`src/hw/rtl/i2cm_pkg.sv`:
```
// ============================================================================
// I2C master bit sequencer - shared types and constants
// Command codes, pin and sequencer state types, and the phase tables that
// map a command and phase index onto the SCL and SDA pin levels.
// ============================================================================
package i2cm_pkg;

    // Command / item kind codes carried on tuser
    typedef enum logic [2:0] {
        OP_TICK  = 3'd0,
        OP_START = 3'd1,
        OP_STOP  = 3'd2,
        OP_WRITE = 3'd3,
        OP_READ  = 3'd4
    } op_t;

    // No command in progress
    localparam op_t CMD_IDLE = OP_TICK;

    localparam int unsigned HOLD_WIDTH  = 16;
    localparam logic [HOLD_WIDTH-1:0] HOLD_RESET = 16'd100;
    localparam int unsigned BYTE_BITS   = 8;
    localparam int unsigned PHASE_WIDTH = 5;

    // Phase counts per command
    localparam logic [PHASE_WIDTH-1:0] START_PHASES = 5'd6;
    localparam logic [PHASE_WIDTH-1:0] STOP_PHASES  = 5'd6;
    localparam logic [PHASE_WIDTH-1:0] WRITE_PHASES = 5'd28;
    localparam logic [PHASE_WIDTH-1:0] READ_PHASES  = 5'd21;

    // Landmark phases
    localparam logic [PHASE_WIDTH-1:0] WR_DATA_END  = 5'd24;
    localparam logic [PHASE_WIDTH-1:0] WR_ACK_REL   = 5'd25;
    localparam logic [PHASE_WIDTH-1:0] WR_ACK_HIGH  = 5'd26;
    localparam logic [PHASE_WIDTH-1:0] RD_BITS_BEG  = 5'd2;
    localparam logic [PHASE_WIDTH-1:0] RD_ACK_DRIVE = 5'd18;
    localparam logic [PHASE_WIDTH-1:0] RD_ACK_HIGH  = 5'd19;

    typedef struct packed {
        logic scl;
        logic sda_low;
    } pins_t;

    // Input item: tdata carries sda_level, send_ack, write_data (high bits first)
    typedef struct packed {
        op_t        op;
        logic       sda_level;
        logic       send_ack;
        logic [7:0] write_data;
    } item_t;

    // Result item, scl_out in the lowest bit
    typedef struct packed {
        logic       rejected;
        logic       ack_missing;
        logic [7:0] read_data;
        logic       done_res;
        logic       busy_res;
        logic       sda_drive_low;
        logic       scl_out;
    } res_t;

    localparam int unsigned RES_WIDTH = $bits(res_t);

    // Sequencer state other than the phase timer
    typedef struct packed {
        pins_t                  pins;
        op_t                    cmd;
        logic [PHASE_WIDTH-1:0] phase;
        logic [7:0]             shift;
        logic                   ack_req;
        logic                   ack_status;
        logic [7:0]             last_read;
    } seq_state_t;

    localparam seq_state_t STATE_RESET = '{
        pins:       '{scl: 1'b1, sda_low: 1'b0},
        cmd:        CMD_IDLE,
        phase:      '0,
        shift:      '0,
        ack_req:    1'b0,
        ack_status: 1'b0,
        last_read:  '0
    };

    function automatic logic [PHASE_WIDTH-1:0] phase_total(op_t cmd);
        logic [PHASE_WIDTH-1:0] total;
        case (cmd)
            OP_START: total = START_PHASES;
            OP_STOP:  total = STOP_PHASES;
            OP_WRITE: total = WRITE_PHASES;
            OP_READ:  total = READ_PHASES;
            default:  total = '0;
        endcase
        return total;
    endfunction

    // Pin change made on entry to phase idx of command cmd
    function automatic pins_t apply_pins(op_t cmd, logic [PHASE_WIDTH-1:0] idx,
                                         logic [7:0] shift, pins_t cur);
        pins_t                  p;
        logic [2:0]             bit_no;
        logic [PHASE_WIDTH-1:0] base;
        logic [1:0]             slot;
        p      = cur;
        bit_no = '0;
        // Bit number of a write data phase: count the three-phase groups passed
        for (int k = 1; k < BYTE_BITS; k++)
        begin
            if (idx >= PHASE_WIDTH'(3 * k))
                bit_no = 3'(k);
        end
        base = {1'b0, bit_no, 1'b0} + {2'b00, bit_no};
        slot = 2'(idx - base);
        case (cmd)
            OP_START:
            begin
                if (idx == 5'd0 || idx == 5'd2)
                    p.scl = 1'b1;
                else if (idx == 5'd4)
                    p.scl = 1'b0;
                else if (idx == 5'd3)
                    p.sda_low = 1'b1;
                else
                    p.sda_low = 1'b0;
            end
            OP_STOP:
            begin
                if (idx == 5'd0)
                    p.scl = 1'b0;
                else if (idx == 5'd2 || idx == 5'd4)
                    p.scl = 1'b1;
                else if (idx == 5'd5)
                    p.sda_low = 1'b0;
                else
                    p.sda_low = 1'b1;
            end
            OP_WRITE:
            begin
                if (idx < WR_DATA_END)
                begin
                    if (slot == 2'd0)
                        p.scl = 1'b0;
                    else if (slot == 2'd1)
                        p.sda_low = ~shift[~bit_no];
                    else
                        p.scl = 1'b1;
                end
                else if (idx == WR_DATA_END)
                    p.scl = 1'b0;
                else if (idx == WR_ACK_REL)
                    p.sda_low = 1'b0;
                else if (idx == WR_ACK_HIGH)
                    p.scl = 1'b1;
                else
                    p.scl = 1'b0;
            end
            OP_READ:
            begin
                if (idx == 5'd0)
                    p.scl = 1'b0;
                else if (idx == 5'd1)
                    p.sda_low = 1'b0;
                else if (idx < RD_ACK_DRIVE)
                    p.scl = ~idx[0];
                else if (idx == RD_ACK_DRIVE)
                    p.sda_low = 1'b1;
                else if (idx == RD_ACK_HIGH)
                    p.scl = 1'b1;
                else
                    p.scl = 1'b0;
            end
            default:
            begin
                p = cur;
            end
        endcase
        return p;
    endfunction

endpackage

```
`src/hw/rtl/i2cm_step.sv`:
```
// ============================================================================
// I2C master bit sequencer - item step logic
// Combinational next-state and result for one registered item: starts or
// rejects a command, counts a tick down, or ends a phase and moves on or idles.
// ============================================================================
module i2cm_step
#(
    parameter int unsigned COUNT_WIDTH = 16
)
(
    input  i2cm_pkg::seq_state_t                state,
    input  logic [COUNT_WIDTH-1:0]              count,
    input  i2cm_pkg::item_t                     item,
    input  logic [i2cm_pkg::HOLD_WIDTH-1:0]     hold,
    output i2cm_pkg::seq_state_t                state_next,
    output logic [COUNT_WIDTH-1:0]              count_next,
    output i2cm_pkg::res_t                      res
);
    import i2cm_pkg::*;

    logic                   busy;
    logic                   done;
    logic                   rej;
    logic [COUNT_WIDTH-1:0] load;
    logic [PHASE_WIDTH-1:0] phase_inc;
    seq_state_t             ended;
    logic                   seq_end;

    assign busy = (state.cmd != CMD_IDLE);
    assign load = COUNT_WIDTH'(hold);

    // Close the current phase: sample, step the index, finish or re-arm
    always_comb
    begin
        ended = state;
        if (state.cmd == OP_WRITE && state.phase == WR_ACK_HIGH)
            ended.ack_status = item.sda_level;
        if (state.cmd == OP_READ && state.phase >= RD_BITS_BEG
            && state.phase < RD_ACK_DRIVE && !state.phase[0])
            ended.shift = {state.shift[6:0], item.sda_level};
        phase_inc = state.phase + 5'd1;
        if (state.cmd == OP_READ && phase_inc == RD_ACK_DRIVE && !state.ack_req)
            phase_inc = RD_ACK_HIGH;
        seq_end = (phase_inc >= phase_total(state.cmd));
        if (seq_end)
        begin
            if (state.cmd == OP_READ)
                ended.last_read = ended.shift;
            ended.cmd   = CMD_IDLE;
            ended.phase = '0;
        end
        else
        begin
            ended.phase = phase_inc;
            ended.pins  = apply_pins(state.cmd, phase_inc, ended.shift, state.pins);
        end
    end

    // Dispatch on the item kind
    always_comb
    begin
        state_next = state;
        count_next = count;
        done       = 1'b0;
        rej        = 1'b0;
        case (item.op)
            OP_TICK:
            begin
                if (busy)
                begin
                    if (count > COUNT_WIDTH'(1))
                        count_next = count - COUNT_WIDTH'(1);
                    else
                    begin
                        state_next = ended;
                        count_next = seq_end ? '0 : load;
                        done       = seq_end;
                    end
                end
            end
            OP_START, OP_STOP, OP_WRITE, OP_READ:
            begin
                if (busy)
                    rej = 1'b1;
                else
                begin
                    state_next.cmd   = item.op;
                    state_next.phase = '0;
                    if (item.op == OP_WRITE)
                        state_next.shift = item.write_data;
                    if (item.op == OP_READ)
                    begin
                        state_next.shift   = '0;
                        state_next.ack_req = item.send_ack;
                    end
                    state_next.pins = apply_pins(item.op, '0, state_next.shift,
                                                 state.pins);
                    count_next = load;
                end
            end
            default:
            begin
                state_next = state;
            end
        endcase
    end

    // Assemble the result from the updated state
    always_comb
    begin
        res.scl_out       = state_next.pins.scl;
        res.sda_drive_low = state_next.pins.sda_low;
        res.busy_res      = (state_next.cmd != CMD_IDLE);
        res.done_res      = done;
        res.read_data     = state_next.last_read;
        res.ack_missing   = state_next.ack_status;
        res.rejected      = rej;
    end

endmodule

```
`src/hw/rtl/i2c_master_bit_sequencer.sv`:
```
// ============================================================================
// I2C master bit sequencer - top level
// Input item register, step logic and result register around the I2C pin
// phase sequencer, with the hold_ticks configuration register.
// ============================================================================
// Usage:
//   s_* carries items: tuser holds the kind (tick, start, stop, write, read),
//   tdata the write byte, the ACK request and the sampled SDA level. Feed one
//   tick item per bus tick; a command is taken only while no sequence runs,
//   otherwise its result comes back with rejected set.
//   m_* returns exactly one result per item: pin levels, busy, done, the last
//   read byte, the last write's ACK status and the rejected flag.
//   cfg_* writes hold_ticks; the port is always ready. Write it only while
//   the block is idle.
// Timing:
//   An item lands in the input register on transfer; the step logic between
//   the two registers is combinational, and its result is written to the
//   result register once that register is free or m_tready is high. One item
//   per clock is sustained while m_tready stays high.
// Reset and stall:
//   Reset releases SDA, leaves SCL high, goes idle and loads hold_ticks
//   with 100. While m_tready is low the result holds, the input register
//   holds its item and s_tready falls once both are full.
// ============================================================================
module i2c_master_bit_sequencer
#(
    parameter int unsigned COUNT_WIDTH = 16
)
(
    input  logic        clk,
    input  logic        rst_n,
    // Item stream
    input  logic        s_tvalid,
    output logic        s_tready,
    input  logic [15:0] s_tdata,   // [7:0] write_data, [8] send_ack, [9] sda_level
    input  logic [2:0]  s_tuser,   // [2:0] op
    // Result stream
    output logic        m_tvalid,
    input  logic        m_tready,
    output logic [15:0] m_tdata,   // [0] scl_out, [1] sda_drive_low, [2] busy_res,
                                   // [3] done_res, [11:4] read_data,
                                   // [12] ack_missing, [13] rejected
    // Configuration
    input  logic        cfg_valid,
    output logic        cfg_ready,
    input  logic [15:0] cfg_data   // hold_ticks
);
    import i2cm_pkg::*;

    logic [HOLD_WIDTH-1:0]  hold_reg;
    item_t                  item_reg;
    logic                   item_valid_reg;
    seq_state_t             state_reg;
    seq_state_t             state_next;
    logic [COUNT_WIDTH-1:0] count_reg;
    logic [COUNT_WIDTH-1:0] count_next;
    res_t                   res_reg;
    res_t                   res_next;
    logic                   res_valid_reg;
    logic                   advance;
    logic                   in_xfer;

    assign advance   = item_valid_reg && (!res_valid_reg || m_tready);
    assign s_tready  = !item_valid_reg || advance;
    assign in_xfer   = s_tvalid && s_tready;
    assign cfg_ready = 1'b1;
    assign m_tvalid  = res_valid_reg;
    assign m_tdata   = {(16 - RES_WIDTH)'(0), res_reg};

    i2cm_step
    #(
        .COUNT_WIDTH (COUNT_WIDTH)
    )
    u_step
    (
        .state      (state_reg),
        .count      (count_reg),
        .item       (item_reg),
        .hold       (hold_reg),
        .state_next (state_next),
        .count_next (count_next),
        .res        (res_next)
    );

    // Hold the configuration register
    always_ff @(posedge clk or negedge rst_n)
    begin
        if (!rst_n)
            hold_reg <= HOLD_RESET;
        else if (cfg_valid && cfg_ready)
            hold_reg <= cfg_data;
    end

    // Capture an item on transfer
    always_ff @(posedge clk or negedge rst_n)
    begin
        if (!rst_n)
            item_valid_reg <= 1'b0;
        else if (in_xfer)
            item_valid_reg <= 1'b1;
        else if (advance)
            item_valid_reg <= 1'b0;
    end

    always_ff @(posedge clk)
    begin
        if (in_xfer)
        begin
            item_reg.op         <= op_t'(s_tuser);
            item_reg.write_data <= s_tdata[7:0];
            item_reg.send_ack   <= s_tdata[8];
            item_reg.sda_level  <= s_tdata[9];
        end
    end

    // Advance the sequencer state and result valid
    always_ff @(posedge clk or negedge rst_n)
    begin
        if (!rst_n)
        begin
            state_reg     <= STATE_RESET;
            count_reg     <= '0;
            res_valid_reg <= 1'b0;
        end
        else if (advance)
        begin
            state_reg     <= state_next;
            count_reg     <= count_next;
            res_valid_reg <= 1'b1;
        end
        else if (m_tready)
            res_valid_reg <= 1'b0;
    end

    // Drop the result into the output register
    always_ff @(posedge clk)
    begin
        if (advance)
            res_reg <= res_next;
    end

    // An idle sequencer sits at phase zero with its timer cleared
    a_idle_clear: assert property (@(posedge clk) disable iff (!rst_n)
        state_reg.cmd == CMD_IDLE |-> state_reg.phase == '0 && count_reg == '0)
        else $error("idle sequencer with live phase or timer");

    // The phase index stays inside the longest sequence
    a_phase_range: assert property (@(posedge clk) disable iff (!rst_n)
        state_reg.phase < WRITE_PHASES)
        else $error("phase index out of range");

    // A rejected command leaves a sequence running
    a_reject_busy: assert property (@(posedge clk) disable iff (!rst_n)
        res_valid_reg && res_reg.rejected |-> res_reg.busy_res)
        else $error("command rejected while idle");

    // Completion leaves the block idle and never coincides with a rejection
    a_done_idle: assert property (@(posedge clk) disable iff (!rst_n)
        res_valid_reg && res_reg.done_res |-> !res_reg.busy_res && !res_reg.rejected)
        else $error("done reported while busy");

    // A result is produced exactly when a registered item is stepped
    a_step_result: assert property (@(posedge clk) disable iff (!rst_n)
        advance |=> res_valid_reg)
        else $error("stepped item produced no result");

endmodule
```
`config.mk`:
```
export PLATFORM = sky130hd
export DESIGN_NAME = i2c_master_bit_sequencer
export DESIGN_NICKNAME = d
export VERILOG_FILES = /design/src/hw/rtl/i2cm_pkg.sv /design/src/hw/rtl/i2cm_step.sv /design/src/hw/rtl/i2c_master_bit_sequencer.sv
export SDC_FILE = /design/constraint.sdc
export NUM_CORES = 1
export LEC_CHECK = 0
export ABC_AREA = 1
export BUFFER_PORTS_ARGS = -buffer_cell sky130_fd_sc_hd__buf_2
export CAP_MARGIN = 10
export CORE_MARGIN = 4
export CORE_UTILIZATION = 30
export DETAILED_ROUTE_END_ITERATION = 10
export PLACE_DENSITY = 0.46
export SKIP_CTS_REPAIR_TIMING = 1
export SYNTH_ARGS = -nofsm -noshare
export SYNTH_HDL_FRONTEND = slang
export SYNTH_SLANG_ARGS = --single-unit
export TNS_END_PERCENT = 10
```
`constraint.sdc`:
```
create_clock -name clk -period 5.85 [get_ports clk]
set_input_delay 0.8775 -clock clk [delete_from_list [all_inputs] [get_ports clk]]
set_output_delay 0.8775 -clock clk [all_outputs]
set_load 0.005 [all_outputs]
```
Word-level counts from Yosys, hierarchy flattened:

Index checks and enable logic that the tools add are counted.

* reduce and logical (&&, ||, !) cells: 32
* muxes and demuxes: 67
* magnitude comparators: 14
* add/subtract/negate cells: 4
* equal/unequal tests: 25
* bitwise operators: 5

Operators by type and width (number)
* 16-bit 2-to-1 mux: 4
* 28-bit 2-to-1 mux: 2
* 19-bit case mux with 2 select lines: 1
* 1-bit 2-to-1 mux: 36
* 5-bit == test (second input constant): 7
* 8-bit 2-to-1 mux: 4
* 16-bit case mux with 2 select lines: 1
* 19-bit 2-to-1 mux: 1
* 3-bit 2-to-1 mux: 6
* 9-bit 2-to-1 mux: 2
* 16-bit by 1-bit > comparator with 1-bit output (second input constant): 1
* 16-bit by 1-bit subtractor with 16-bit output (second input constant): 1
* 5-bit by 4-bit >= comparator with 1-bit output (second input constant): 3
* 5-bit < comparator (second input constant): 3
* 5-bit case mux with 3 select lines: 1
* 3-bit by 2-bit == test with 1-bit output (second input constant): 4
* 5-bit by 2-bit == test with 1-bit output (second input constant): 2
* 5-bit by 3-bit == test with 1-bit output (second input constant): 2
* 5-bit by 2-bit >= comparator with 1-bit output (second input constant): 2
* 5-bit >= comparator (second input constant): 2
* 5-bit 2-to-1 mux: 2
* 5-bit AND reduction: 2
* 1-bit logical AND: 8
* 2-bit 2-to-1 mux: 4
* 30 further kinds: 46

* register bits after elaboration: 89
* word-level logic and storage cells: 170
* output and inout port bits: 19
* input port bits: 40

Longest topological paths before layout:

* depth after elaboration: 27
* depth in mapped cells: 25
* mapped depth without buffers: 25

By module:

A second synthesis with hierarchy kept.

* cell total of the unflattened synthesis: 809
* area total of the unflattened synthesis: 6039.5 µm²

By module, submodules not included
* i2c_master_bit_sequencer: area an instance 3318.2 µm², cells an instance 299, instances 1, sequential area each 2367.3 µm²
* i2cm_step: area an instance 2721.4 µm², cells an instance 510, instances 1, sequential area each 0.0 µm²

Worst setup path after synthesis:

OpenSTA, ideal clock, no wires.

* path type: reg-to-reg
* start: reg state_reg[18] (netlist name)
* end: reg res_reg, in the netlist m_tdata[10] (data pin)
* setup time: 0.271 ns
* cell stages (with the launch flop): 20
* arrival time: 2.668 ns
* path buffers: 1
* clock period less this slack: 2.939 ns
* required time: 5.579 ns
* path slack: 2.911 ns
* cell sequence: dfrtp_1 ha_1 inv_1 nand2_1 nand2_4 inv_4 nor2_2 nand3_4 nand2_1 inv_1 ha_1 o211ai_1 o211ai_1 o211ai_1 nand2_1 inv_2 nor2_2 nand3_1 buf_2 o21ai_1

RTL lines
* from (decl): line i2c_master_bit_sequencer.sv:53 `seq_state_t state_reg;`
* from (signal assigned): line i2c_master_bit_sequencer.sv:127 `state_reg <= state_next;`
* to (signal assigned): line i2c_master_bit_sequencer.sv:139 `res_reg <= res_next;`
* to (decl): line i2c_master_bit_sequencer.sv:57 `res_t res_reg;`

Worst setup path in the final report:

* start: reg state_reg[18] (netlist name)
* end: reg count_reg[13]

* longest elaborated chain between the ends: 10

Ends and longest elaborated chain
* 5-bit by 1-bit adder with 5-bit output (*): line i2cm_step.sv:41 `phase_inc = state.phase + 5'd1;`
* 5-bit == test: line i2cm_step.sv:42 `if (state.cmd == OP_READ && phase_inc == RD_ACK_DRIVE && !state.ack_req)`
* 1-bit logical AND (2 in series): line i2cm_step.sv:42
* 5-bit 2-to-1 mux (*): line i2cm_step.sv:42
* 5-bit >= comparator (*): line i2cm_step.sv:44 `seq_end = (phase_inc >= phase_total(state.cmd));`
* 16-bit 2-to-1 mux (*): line i2cm_step.sv:76 `count_next = seq_end ? '0 : load;`
* 16-bit 2-to-1 mux (*): line i2cm_step.sv:71 `if (count > COUNT_WIDTH'(1))`
* 16-bit 2-to-1 mux (*): line i2cm_step.sv:69 `if (busy)`
* 16-bit case mux with 2 select lines (*): line i2cm_step.sv:66 `case (item.op)`
* to (signal assigned): line i2c_master_bit_sequencer.sv:128 `count_reg <= count_next;`
* to (decl): line i2c_master_bit_sequencer.sv:55 `logic [COUNT_WIDTH-1:0] count_reg;`

Mark *: on every way between the ends. The rest lies on a longest branch, timed or not. The select of a mux whose other input is x is not followed.
A chain may end at the register's enable or synchronous reset.

==> impl_metrics.json <==
{
  "status": "finished, final reports clean",
  "p_int_uw": 1300,
  "fp.dieH_um": 137,
  "slowest_stage": "o21ai_1",
  "power_density_mw_per_mm2": 333,
  "cp.required_ps": 6110,
  "dr.pass1.iters": 4,
  "cpPeakStageDelay_ps": 880,
  "core_area_mm2": 0.0161,
  "grt_max_degree": 63,
  "port_buffers": 49,
  "async_flop_share_pct": 69.7,
  "drc": 0,
  "cts_root_buf": "clkbuf_16",
  "drt_iter0_drc": 271,
  "post-dp-hpwl_um": 9330,
  "layout-drive-gt1-share_pct": 18.6,
  "cts.htree.levels": 3,
  "min_to": "state_reg[8]$_DFFE_PN0P_",
  "muxShareOfSynthArea_pct": 3.83,
  "final-instance-count-excl-fill": 851,
  "synthAdderAreaFrac_pct": 2.50,
  "yosys.area_share.simple_pct": 21.7,
  "die_w_um": 137,
  "cp_num_buf_inv": 2,
  "min_period_ps": 4030,
  "pwr-share-seq_pct": 44.2,
  "synth_compound_area_share_pct": 15.2,
  "slew_viol_final": 0,
  "clockBufferDepth": 2,
  "p_clk_share_pct": 32.3,
  "finalCritPeriodShare_pct": 68.8,
  "cp_cell_sequence": "ha_1 > nand2_2 > nand2_4 > inv_4 > nor2_2 > nand3_4 > nand2_1 > inv_1 > ha_1 > o211ai_1 > o211ai_1 > o211ai_1 > nand2_1 > o21ai_1 > o21ai_0 > o21ai_0 > o211ai_1 > o21ai_0",
  "largest_register_ffs": 28,
  "critPathCaptureType": "flop",
  "nets": 680,
  "synthXorXnorAreaFrac_pct": 1.40,
  "p_sw_share_pct": 32.3,
  "critPathLaunchType": "flop",
  "antenna_found_initial": 0,
  "place_congestion": 0.843,
  "regToRegSetupSlack_ps": 1820,
  "ys_seq_area_share_pct": 47.3,
  "path_class": "flop to flop",
  "post-place-cells": 835,
  "die_area_mm2": 0.0188,
  "synth_edf_count": 27,
  "skew_ps": 12.5,
  "cap_violations": 0,
  "clk_pin_slew_ps": 60,
  "io_pins": 59,
  "viasPerCell": 4.76,
  "p_sw_uw": 622,
  "rsz0062_at_grt": "no",
  "netlist_instances": 581,
  "p_leak_uw": 0.00274,
  "tightest_slew_ps": 1110,
  "via_count": 4054,
  "row_count": 46,
  "drt_wl_total_um": 12400,
  "hold_viol": 0,
  "start_util_pct": 31.0,
  "min-delay-start": "state_reg[8]$_DFFE_PN0P_",
  "grt_pass1_wl_um": 20300,
  "crit_top_cell": "o211ai_1",
  "yosys_warnings": 0,
  "yosysUniqueCellTypes": 47,
  "synth_top_family_by_area": "simple AND/OR/NAND/NOR gates",
  "r2r.worst_path.cells": 18,
  "wl_per_cell_um": 14.6,
  "syn_area_mm2": 0.00500,
  "overflow": 0,
  "antennaDiodeCount": 0,
  "setup_viol": 0,
  "ir_drop_uv": 154,
  "worstReg2RegStart": "state_reg[18]$_DFFE_PN0P_",
  "clock_latency_ps": 350,
  "synthFlopType": "dfrtp_1",
  "reg2reg_to": "count_reg[13]$_DFFE_PN0P_",
  "synth-seq-cells": 89,
  "numCtsBuffers": 9,
  "hold_path_class": "flop to flop",
  "max_freq_mhz": 248,
  "grt_pass1_vias": 4009,
  "cp_max_fo": 15,
  "pre_cts_ws_ps": 1790,
  "fin_ws_ps": 1820,
  "p_comb_share_pct": 23.6,
  "cp_top_family": "compound AO/OA/AOI/OAI gates",
  "tritoncts": "done",
  "arrival_ps": 4290,
  "clock-sinks": 89,
  "slew_headroom_pct": 25.3,
  "area_growth_pct": 15.6,
  "synth_area_per_cell_um2": 8.61,
  "tns_ps": 0,
  "antenna_left": 0,
  "hold_depth": 2,
  "grtUsageTotal_pct": 13.9
}
[Yosys cell counts, drive strengths merged (9+ instances only)]
master / number / area [µm²]
nand2: 129 / 534
inv: 83 / 314
dfrtp: 58 / 1450
nor2: 42 / 170
o21ai: 40 / 204
nand3: 37 / 213
a21oi: 31 / 155
edfxtp: 27 / 811
mux2: 17 / 191
nor3: 15 / 96.4
ha: 10 / 125
nand4: 9 / 62.6
o22ai: 9 / 56.3
[layer usage]
layer / share of wire [%] / wire, µm / global-route usage (%) / vias to the layer above
met1: 49 / 6080 / 19.4 / 1901
met2: 46 / 5710 / 21.5 / 72
li1: - / - / - / 2067
met3: 3.8 / 479 / 2.94 / 14
met4: 1.4 / 174 / 4.38 / 0
met5: 0 / 0 / 0 / -
[worst max-delay path by stage]
stage / from / to / slack (ps) / cells after the start
finish: state_reg[18]$_DFFE_PN0P_ / count_reg[13]$_DFFE_PN0P_ / 1820 / 18
CTS: state_reg[18]$_DFFE_PN0P_ / count_reg[13]$_DFFE_PN0P_ / 1790 / 18
global placement: state_reg[18]$_DFFE_PN0P_ / count_reg[13]$_DFFE_PN0P_ / 1870 / 19
floorplan: state_reg[18]$_DFFE_PN0P_ / m_tdata[10]$_DFFE_PP_ / 2910 / 19
detailed placement: state_reg[18]$_DFFE_PN0P_ / count_reg[13]$_DFFE_PN0P_ / 1790 / 18
global route: state_reg[18]$_DFFE_PN0P_ / count_reg[13]$_DFFE_PN0P_ / 1390 / 18
[final cells by class]
cell class / count / area, µm²
multi-input cells: 394 / 2240
well taps: 216 / 270
flip-flops and latches: 89 / 2370
repair buffers: 52 / 268
inverters: 84 / 318
fillers: 1704 / 10300
clock buffers: 9 / 225
clock inverters: 7 / 93.8
[logic make-up (layout without fill, tap and decap cells)]
| family | count (synthesis) | count (layout) |
|---|---|---|
| flip-flops | 89 | 89 |
| AO/OA/AOI/OAI | 123 | 123 |
| XOR/XNOR | 8 | 8 |
| other | 2 | 3 |
| multiplexers | 17 | 17 |
| AND/OR/NAND/NOR | 233 | 233 |
| buffers and inverters | 99 | 152 |
| adder cells (fa/ha/maj) | 10 | 10 |
[metrics by stage]
| stage | utilization, % | cell area [µm²] | total power, µW | hold slack [ps] |
|---|---|---|---|---|
| after CTS | 35.9 | 5790 | 1950 | 484 |
| after floorplan | - | 5010 | 1170 | 445 |
| final | 35.9 | 5790 | 1930 | 478 |
| after global placement | 33.9 | 5470 | 1310 | 459 |
| after detailed placement | 33.9 | 5470 | 1320 | 467 |
| after global routing | 35.9 | 5790 | 2060 | 497 |
[power groups by stage]
stage / registers [µW] / clock network (µW) / logic, µW
6_report: 850 / 621 / 454
5_1_grt: 865 / 668 / 525
4_1_cts: 851 / 641 / 460
3_5_place_dp: 862 / 0 / 457
3_3_place_gp: 859 / 0 / 449
2_1_floorplan: 840 / 0 / 330
[cell usage in the layout (no fill, tap or decap), types with 2 or more instances in the layout]
cell,instances
nor2_1,37
nand4_1,8
inv_2,4
o211ai_1,7
nor2_2,5
a221oi_1,7
a31oi_1,2
nand2_2,5
ha_1,10
o21ai_1,5
o21ai_0,34
dfstp_2,4
buf_2,49
o22ai_1,9
o21a_1,4
a22oi_1,5
a21oi_1,31
bufinv_16,2
edfxtp_1,27
clkinv_2,2
nand3_1,33
clkbuf_16,9
o31ai_1,3
clkinv_1,2
xor2_1,7
nand2_1,119
nor3_1,12
inv_1,78
dfrtp_1,58
buf_4,3
conb_1,3
nand3_2,3
nand2_4,5
a32oi_1,3
mux2_2,17
nor3_2,2
a211oi_1,8
[worst reg2reg max path: stages (launching register included)]
cell      delay [ps]
dfrtp_1          520
ha_1             240
nand2_2          110
nand2_4          150
inv_4             70
nor2_2           150
nand3_4          120
nand2_1          110
inv_1            140
ha_1             320
o211ai_1         180
o211ai_1         110
o211ai_1          90
nand2_1          140
o21ai_1          880
o21ai_0          250
o21ai_0          150
o211ai_1         120
o21ai_0          100
No activity file was read; power rests on OpenSTA's default activity.
